--- config.mk ---
export PLATFORM = sky130hd
export DESIGN_NAME = irqt_addr_gen
export DESIGN_NICKNAME = d
export VERILOG_FILES = /design/src/rtl/image_rotate_quarter_turns_macros.svh /design/src/rtl/irqt_pkg.sv /design/src/rtl/irqt_addr_gen.sv
export SDC_FILE = /design/constraint.sdc
export NUM_CORES = 1
export LEC_CHECK = 0
export BUFFER_PORTS_ARGS = -buffer_cell sky130_fd_sc_hd__buf_2
export CORE_UTILIZATION = 45
export CTS_BUF_LIST = sky130_fd_sc_hd__clkbuf_4 sky130_fd_sc_hd__clkbuf_8
export CTS_CLUSTER_DIAMETER = 120
export CTS_CLUSTER_SIZE = 14
export DETAILED_ROUTE_END_ITERATION = 6
export PLACE_DENSITY = 0.65
export SLEW_MARGIN = 20
export SYNTH_ARGS = -nofsm -noshare
export SYNTH_HDL_FRONTEND = slang
export SYNTH_SLANG_ARGS = --single-unit
export TNS_END_PERCENT = 100
--- constraint.sdc ---
create_clock -name clk -period 7.4 [get_ports clk]
set_input_delay 0.37 -clock clk [delete_from_list [all_inputs] [get_ports clk]]
set_output_delay 0.37 -clock clk [all_outputs]
set_load 0.02 [all_outputs]
--- src/rtl/image_rotate_quarter_turns_macros.svh ---
// Assertion macros shared by the quarter-turn rotator's RTL.
`ifndef IMAGE_ROTATE_QUARTER_TURNS_MACROS_SVH
`define IMAGE_ROTATE_QUARTER_TURNS_MACROS_SVH

// Same-cycle implication, sampled on clk and disabled while rst_n is low.
`define IRQT_ASSERT_NOW(lbl, ante, cons) \
  lbl: assert property (@(posedge clk) disable iff (!rst_n) (ante) |-> (cons)) \
    else $error("irqt: same-cycle check failed");

// Next-cycle implication, sampled on clk and disabled while rst_n is low.
`define IRQT_ASSERT_NEXT(lbl, ante, cons) \
  lbl: assert property (@(posedge clk) disable iff (!rst_n) (ante) |=> (cons)) \
    else $error("irqt: next-cycle check failed");

`endif

--- src/rtl/irqt_pkg.sv ---
// Types, constants and helper functions of the quarter-turn rotator.
package irqt_pkg;

  // Frame store geometry and pixel width.
  localparam int MAX_WIDTH  = 256;
  localparam int MAX_HEIGHT = 256;
  localparam int PIXEL_BITS = 24;

  // Fixed widths of the channel fields and configuration port.
  localparam int FIELD_W   = 24;
  localparam int CFG_W     = 9;
  localparam int CFG_IDX_W = 2;

  // Derived widths.
  localparam int COL_W     = $clog2(MAX_WIDTH);
  localparam int ROW_W     = $clog2(MAX_HEIGHT);
  localparam int WID_W     = $clog2(MAX_WIDTH + 1);
  localparam int HGT_W     = $clog2(MAX_HEIGHT + 1);
  localparam int OPA_W     = (COL_W > ROW_W) ? COL_W : ROW_W;
  localparam int OPB_W     = (WID_W > HGT_W) ? WID_W : HGT_W;
  localparam int PROD_W    = OPA_W + OPB_W;
  localparam int BANK_AW   = $clog2(MAX_WIDTH * MAX_HEIGHT);
  localparam int STORE_AW  = BANK_AW + 1;
  localparam int STORE_DEPTH = 2 * MAX_WIDTH * MAX_HEIGHT;

  typedef logic [FIELD_W-1:0]    field_t;
  typedef logic [PIXEL_BITS-1:0] pixel_t;
  typedef logic [CFG_W-1:0]      cfg_data_t;
  typedef logic [CFG_IDX_W-1:0]  cfg_idx_t;
  typedef logic [1:0]            turns_t;
  typedef logic [COL_W-1:0]      col_t;
  typedef logic [ROW_W-1:0]      row_t;
  typedef logic [WID_W-1:0]      width_t;
  typedef logic [HGT_W-1:0]      height_t;
  typedef logic [OPA_W-1:0]      opa_t;
  typedef logic [OPB_W-1:0]      opb_t;
  typedef logic [PROD_W-1:0]     prod_t;
  typedef logic [BANK_AW-1:0]    bank_addr_t;
  typedef logic [STORE_AW-1:0]   store_addr_t;

  // Configuration register indexes.
  localparam cfg_idx_t REG_TURNS  = cfg_idx_t'(0);
  localparam cfg_idx_t REG_WIDTH  = cfg_idx_t'(1);
  localparam cfg_idx_t REG_HEIGHT = cfg_idx_t'(2);

  // Rotation codes.
  localparam turns_t TURN_0   = turns_t'(0);
  localparam turns_t TURN_90  = turns_t'(1);
  localparam turns_t TURN_180 = turns_t'(2);
  localparam turns_t TURN_270 = turns_t'(3);

  // Geometry after reset, limited to the store size.
  localparam width_t  WIDTH_RST  = width_t'((MAX_WIDTH < 256) ? MAX_WIDTH : 256);
  localparam height_t HEIGHT_RST = height_t'((MAX_HEIGHT < 256) ? MAX_HEIGHT : 256);

  // Write request into the frame store.
  typedef struct packed {
    logic        en;
    store_addr_t addr;
    pixel_t      data;
  } wr_req_t;

  // Status of the item being accepted, plus the current bank.
  typedef struct packed {
    logic frame_ready;
    logic last;
    logic write_bank;
  } step_t;

  // A width of zero becomes one, anything above the store limit becomes the limit.
  function automatic width_t clamp_width(input cfg_data_t v);
    if (v == '0) begin
      return width_t'(1);
    end else if (int'(v) > MAX_WIDTH) begin
      return width_t'(MAX_WIDTH);
    end else begin
      return width_t'(v);
    end
  endfunction

  function automatic height_t clamp_height(input cfg_data_t v);
    if (v == '0) begin
      return height_t'(1);
    end else if (int'(v) > MAX_HEIGHT) begin
      return height_t'(MAX_HEIGHT);
    end else begin
      return height_t'(v);
    end
  endfunction

endpackage

--- src/rtl/irqt_addr_gen.sv ---
// Raster counters, read index and two-stage rotated write address pipeline.
module irqt_addr_gen (
  input  logic                  clk,
  input  logic                  rst_n,
  input  logic                  accept,
  input  irqt_pkg::pixel_t      pixel,
  input  irqt_pkg::turns_t      turns,
  input  irqt_pkg::width_t      width,
  input  irqt_pkg::height_t     height,
  input  logic                  geom_clear,
  output irqt_pkg::store_addr_t rd_addr,
  output irqt_pkg::wr_req_t     wr,
  output irqt_pkg::step_t       status
);

  irqt_pkg::col_t       x_r, x_nxt;
  irqt_pkg::row_t       y_r, y_nxt;
  irqt_pkg::bank_addr_t ridx_r, ridx_nxt;
  logic                 wbank_r, wbank_nxt;
  logic                 fready_r, fready_nxt;

  logic                 s1_v_r;
  irqt_pkg::prod_t      s1_prod_r;
  irqt_pkg::opa_t       s1_add_r;
  irqt_pkg::pixel_t     s1_pix_r;
  logic                 s1_bank_r;

  logic                 x_end, y_end, last;
  irqt_pkg::opa_t       opa, addend, x_flip, y_flip;
  irqt_pkg::opb_t       opb;
  irqt_pkg::prod_t      sum;

  // End of row and end of frame for the pixel now at the input.
  assign x_end = (irqt_pkg::width_t'(x_r) + irqt_pkg::width_t'(1)) >= width;
  assign y_end = (irqt_pkg::height_t'(y_r) + irqt_pkg::height_t'(1)) >= height;
  assign last  = x_end && y_end;

  // Mirrored coordinates W-1-x and H-1-y.
  assign x_flip = irqt_pkg::opa_t'(width - irqt_pkg::width_t'(1) - irqt_pkg::width_t'(x_r));
  assign y_flip = irqt_pkg::opa_t'(height - irqt_pkg::height_t'(1)
                                   - irqt_pkg::height_t'(y_r));

  // Destination index = opa * opb + addend, chosen by the rotation.
  always_comb begin
    unique case (turns)
      irqt_pkg::TURN_90: begin
        opa    = irqt_pkg::opa_t'(x_r);
        opb    = irqt_pkg::opb_t'(height);
        addend = y_flip;
      end
      irqt_pkg::TURN_180: begin
        opa    = y_flip;
        opb    = irqt_pkg::opb_t'(width);
        addend = x_flip;
      end
      irqt_pkg::TURN_270: begin
        opa    = x_flip;
        opb    = irqt_pkg::opb_t'(height);
        addend = irqt_pkg::opa_t'(y_r);
      end
      default: begin
        opa    = irqt_pkg::opa_t'(y_r);
        opb    = irqt_pkg::opb_t'(width);
        addend = irqt_pkg::opa_t'(x_r);
      end
    endcase
  end

  // Counter and bank updates for an accepted item or a geometry write.
  always_comb begin
    x_nxt      = x_r;
    y_nxt      = y_r;
    ridx_nxt   = ridx_r;
    wbank_nxt  = wbank_r;
    fready_nxt = fready_r;
    if (geom_clear) begin
      x_nxt    = '0;
      y_nxt    = '0;
      ridx_nxt = '0;
    end else if (accept) begin
      if (last) begin
        x_nxt      = '0;
        y_nxt      = '0;
        ridx_nxt   = '0;
        wbank_nxt  = ~wbank_r;
        fready_nxt = 1'b1;
      end else begin
        ridx_nxt = ridx_r + irqt_pkg::bank_addr_t'(1);
        if (x_end) begin
          x_nxt = '0;
          y_nxt = y_r + irqt_pkg::row_t'(1);
        end else begin
          x_nxt = x_r + irqt_pkg::col_t'(1);
        end
      end
    end
  end

  always_ff @(posedge clk) begin
    if (!rst_n) begin
      x_r      <= '0;
      y_r      <= '0;
      ridx_r   <= '0;
      wbank_r  <= 1'b0;
      fready_r <= 1'b0;
      s1_v_r   <= 1'b0;
    end else begin
      x_r      <= x_nxt;
      y_r      <= y_nxt;
      ridx_r   <= ridx_nxt;
      wbank_r  <= wbank_nxt;
      fready_r <= fready_nxt;
      s1_v_r   <= accept;
    end
  end

  // First stage: register the product and the operands of the final add.
  always_ff @(posedge clk) begin
    if (accept) begin
      s1_prod_r <= irqt_pkg::prod_t'(opa) * irqt_pkg::prod_t'(opb);
      s1_add_r  <= addend;
      s1_pix_r  <= pixel;
      s1_bank_r <= wbank_r;
    end
  end

  // Second stage: finish the address and write into the frame store.
  assign sum = s1_prod_r + irqt_pkg::prod_t'(s1_add_r);

  assign wr.en   = s1_v_r;
  assign wr.addr = {s1_bank_r, sum[irqt_pkg::BANK_AW-1:0]};
  assign wr.data = s1_pix_r;

  // Previous frame is read in raster order from the other bank.
  assign rd_addr = {~wbank_r, ridx_r};

  assign status.frame_ready = fready_r;
  assign status.last        = last;
  assign status.write_bank  = wbank_r;

endmodule

======== After elaboration in Yosys (flattened, before gate mapping) ========
Cells that the tools add are included.
word-level totals
  output and inout bits ................... 62
  input port bits ......................... 48
  bits in registers ....................... 84
  logic and storage cells ................. 43
cells by class
  bitwise operators ....................... 3
  multipliers ............................. 1
  reduce and logical (&&, ||, !) cells .... 6
  equality and inequality tests ........... 3
  mux-type cells .......................... 8
  $lt $le $gt $ge ......................... 2
  $add $sub $neg .......................... 10
operator list
  operator                                          number
  one-hot mux 8 bit (3 select lines)                2
  two-way mux 8 bit                                 4
  adder 8 x 1 -> 9 bit, second input constant       2
  >= comparator 9 bit                               2
  adder 16 x 1 -> 16 bit, second input constant     1
  adder 16 x 8 -> 16 bit                            1
  adder 8 x 1 -> 8 bit, second input constant       2
  multiplier 8 x 9 -> 16 bit                        1
  two-way mux 16 bit                                1
  subtractor 8 x 1 -> 8 bit, second input constant  2
  subtractor 8 bit                                  2
  two-way mux 9 bit                                 1
  == test 2 bit, second input constant              2
  OR reduction 2 bit                                2
  inverter 1 bit                                    3
  AND reduction 3 bit                               1
  == test 2 x 1 -> 1 bit, second input constant     1
  AND reduction 2 bit                               1
  nonzero test 2 bit                                1
  logical AND 1 bit                                 1

======== Longest topological paths before layout ========
  word-level depth ........................ 5
  mapped depth ............................ 25
  depth with buffers taken out ............ 25

======== Worst setup path before layout ========
OpenSTA, ideal clock, no wires.
  kind .................................... register to register
  start ................................... register y_r[0]
  end ..................................... register s1_prod_r[15], data pin
  data required time ...................... 7142 ps
  setup slack ............................. 1531 ps
  stages on the path, launching flop included .. 26
  setup time .............................. 258 ps
  arrival time ............................ 5612 ps
  period minus slack after synthesis ...... 5869 ps
  buffers on the path ..................... 0
  cell sequence ........................... dfxtp_1 inv_1 ha_1 inv_1 fa_1 nor2b_1 o21a_1 o211a_1 a21oi_1 mux2i_1 nor3_1 fa_1 inv_1 fa_1 inv_1 fa_1 inv_1 fa_1 inv_1 ha_1 a21o_1 a21oi_1 o21ai_0 a41oi_1 xnor2_1 xnor2_1
on the way
  word-level cells in the longest chain between the ends .. 3
RTL lines
  element                               line                  RTL
  start: declaration                    irqt_addr_gen.sv:17   irqt_pkg::row_t y_r, y_nxt;
  start signal: assignment              irqt_addr_gen.sv:109  y_r <= y_nxt;
  subtractor 8 bit                      irqt_addr_gen.sv:41   - irqt_pkg::height_t'(y_r));
  one-hot mux 8 bit (3 select lines) *  irqt_addr_gen.sv:45   unique case (turns)
  multiplier 8 x 9 -> 16 bit *          irqt_addr_gen.sv:120  s1_prod_r <= irqt_pkg::prod_t'(opa) * irqt_pkg::prod_t'(opb);
  end signal: assignment                irqt_addr_gen.sv:120
  end: declaration                      irqt_addr_gen.sv:23   irqt_pkg::prod_t s1_prod_r;
Every way passes the cells marked *; elsewhere a longest branch is shown, timed or not.
A chain may end at the register's enable or synchronous reset.

======== Final worst setup path ========
Ends and elaborated chain as after synthesis.

==> out/metrics.cfg <==
[logic_synthesis]
ys_warn_count = 0
yosysUniqueCellTypes = 65
syn-num-nets = 1056
ys_async_sr_fraction_pct = 0
synth_flop_cell = edfxtp_1
yosysSeqAreaShare_pct = 27.6
netlist_instances = 886
synth_seq_cells = 84
syn-cell-area_um2 = 7860
synth-edff-count = 49
syn_area_per_cell_um2 = 8.87

[sta]
fin_crit_ns = 6.47
tightestPinTransition_ns = 1.02
drv_slew = 0
skew_ns = 0.0227
timing.slew.headroom_pct = 32.3
fmax_mhz = 154
rsz0062_at_grt = no
hold_violations = 0
period_share_pct = 87.5
setup_viol = 0
final.setup.tns_ns = 0

[place]
gp_congestion = 0.866
port_buffers = 109
dp_hpwl_um = 14200

[clock_network]
clkTransAtPathRegs_ns = 0.11
clock_path_buffers = 2
h-tree-depth = 3
clock_sinks = 84
cts_resized = 0
cts_hold_buf = 0
cts_buffers = 9
cts_tree = built
root_buffer = clkbuf_8
post_cts_buffers = 0
clkLatencyLatePin_ns = 0.37

[global_route]
antenna_found_initial = 0
grt_pass1_wl_um = 28600
grt_overflow = 0
grtUsageTotal_pct = 20.1
grt_max_degree = 66
grt_pass1_vias = 5938

[cells_and_area]
diodes = 0
syn_to_final_growth_pct = 11.1
nets = 1148
drive_above_1_share_pct = 15.1

[setup_path]
critPathTopFamily = adder cells
critPathLaunchType = flop
path_buf_inv = 6
cp_slowest_stage_delay_ns = 0.65
cp_common_cell = inv_1
end_kind = flop
crit_arrival_ns = 6.58
path_max_fanout = 9
critical_path_class = reg2reg
required_ns = 7.50
cp_slowest_cell = mux2i_1

[worst_hold_path]
hp-class = in2reg

[outcome]
status = complete, no violations

[floorplan]
die_area_um2 = 18000
start_util_pct = 46.7
io_pins = 110
die_w_um = 134
die_y_um = 134
row_count = 47
coreArea_um2 = 16800

[detailed_routing]
drtIter0Drc = 340
wire_per_inst_um = 14.7
vias_per_cell = 5.33
drc = 0
ant_nets = 0
via_count = 6408
dr.pass1.iters = 5
drt_wl_total_um = 17700

[power]
power_density_nw_per_um2 = 201
irDropWorstVdd_mv = 0.179
leakagePower_nw = 3.99
p_total_mw = 1.76

[run]
maxCapViolations = 0

per-stage QoR:
step / area (um^2) / hold WS [ns] / worst slack [ns] / util [%] / instances
5_1_grt: 8730 / 0.147 / 0.575 / 51.9 / 1203
3_5_place_dp: 8550 / 0.448 / 0.985 / 50.8 / 1187
2_1_floorplan: 7860 / 0.442 / 1.53 / - / 886
4_1_cts: 8720 / 0.148 / 0.938 / 51.9 / 1203
6_report: 8730 / 0.173 / 0.926 / 51.9 / 1203
3_3_place_gp: 8550 / 0.448 / 1.07 / 50.8 / 1187
logic make-up after synthesis:
family / after synthesis / synth area share, %
muxes: 20 / 2.95
xor gates and xnor gates: 62 / 6.91
AOI/OAI and AO/OA: 153 / 13.3
and+or+nand+nor: 299 / 18.1
adders and majority gates: 122 / 23.6
DFF: 84 / 27.6
buffers and inverters: 146 / 7.39
per-layer routing:
metal | wire [um] | vias to the layer above | track usage [%]
met4 | 293 | 0 | 5.93
met5 | 0 | - | 0
li1 | - | 3226 | -
met3 | 808 | 16 | 2.76
met2 | 8030 | 159 | 32.4
met1 | 8560 | 3007 | 28.0
cells in the final DEF, fill, tap and decap left out, drive strengths merged, types with 16 or more instances in the layout:
cell    instances
nor3           23
nor2           86
fa             44
xor2           20
xnor2          42
mux2i          16
ha             78
dfxtp          35
inv           118
nand2          73
buf           111
a21oi          33
o21ai          29
edfxtp         49
nand3          36
sequential cells by signal, indices dropped and copies added, names as in the netlist:
name	flops
s1_pix_r	24
ridx_r	16
s1_prod_r	16
s1_add_r	8
x_r	8
y_r	8
fready_r	1
s1_bank_r	1
s1_v_r	1
wbank_r	1
area by class of cell:
class                      instances  area (um^2)
clock buffer                       9          124
multi-input combinational        656         5110
inverter                         116          435
sequential                        84         2170
fill                            1614         8090
tap                              220          275
timing repair buffer             111          561
clock inverter                     7         50.0
power by group:
group	internal, mW	switching [mW]
combinational	0.350	0.508
sequential	0.570	0.0238
clock	0.123	0.184
cell usage after synthesis, types with 2 or more instances:
cell type  instances  area (um^2)
o211ai_1           5         37.5
mux2_2             2         22.5
clkbuf_1          13         48.8
nor3b_1            3         22.5
a211oi_1           6         45.0
dfxtp_1           35          701
o31ai_1            8         60.1
buf_2             11         55.1
a21o_1            15          113
nand2_1           73          274
a31oi_1           13         81.3
a21boi_0           2         15.0
edfxtp_1          49         1470
nor3_1            23          115
o22ai_1            3         18.8
and2_1             6         37.5
o21ai_0           25          125
or3_1              8         50.1
a21oi_1           33          165
mux2i_1           15          150
or4_1              4         30.0
nand3b_1           4         30.0
buf_4              5         37.5
nand4_1            9         56.3
mux4_2             2         45.0
nand2b_1          13         81.3
or2_2              5         31.3
a311oi_1           4         35.0
fa_1              44          881
ha_1              78          976
inv_1            116          435
xnor2_1           42          368
nand3_1           35          175
nor2b_1           10         62.6
and3_1            15         93.8
nor2_1            86          323
a41oi_1            2         17.5
o21ai_1            4         20.0
o21a_1            15          113
xor2_1            20          175
path summary, 6_finish.rpt:
kind | from | endpoint | slack (ns) | cells after the start
hold / removal | pixel[21] | s1_pix_r[21] | 0.17 | 1
setup / recovery | y_r[0] | s1_prod_r[15] | 0.93 | 25
setup reg to reg | y_r[0] | s1_prod_r[15] | 0.93 | 25
hold reg to reg | fready_r | fready_r | 0.47 | 1
No activity file was read; power rests on OpenSTA's default activity.
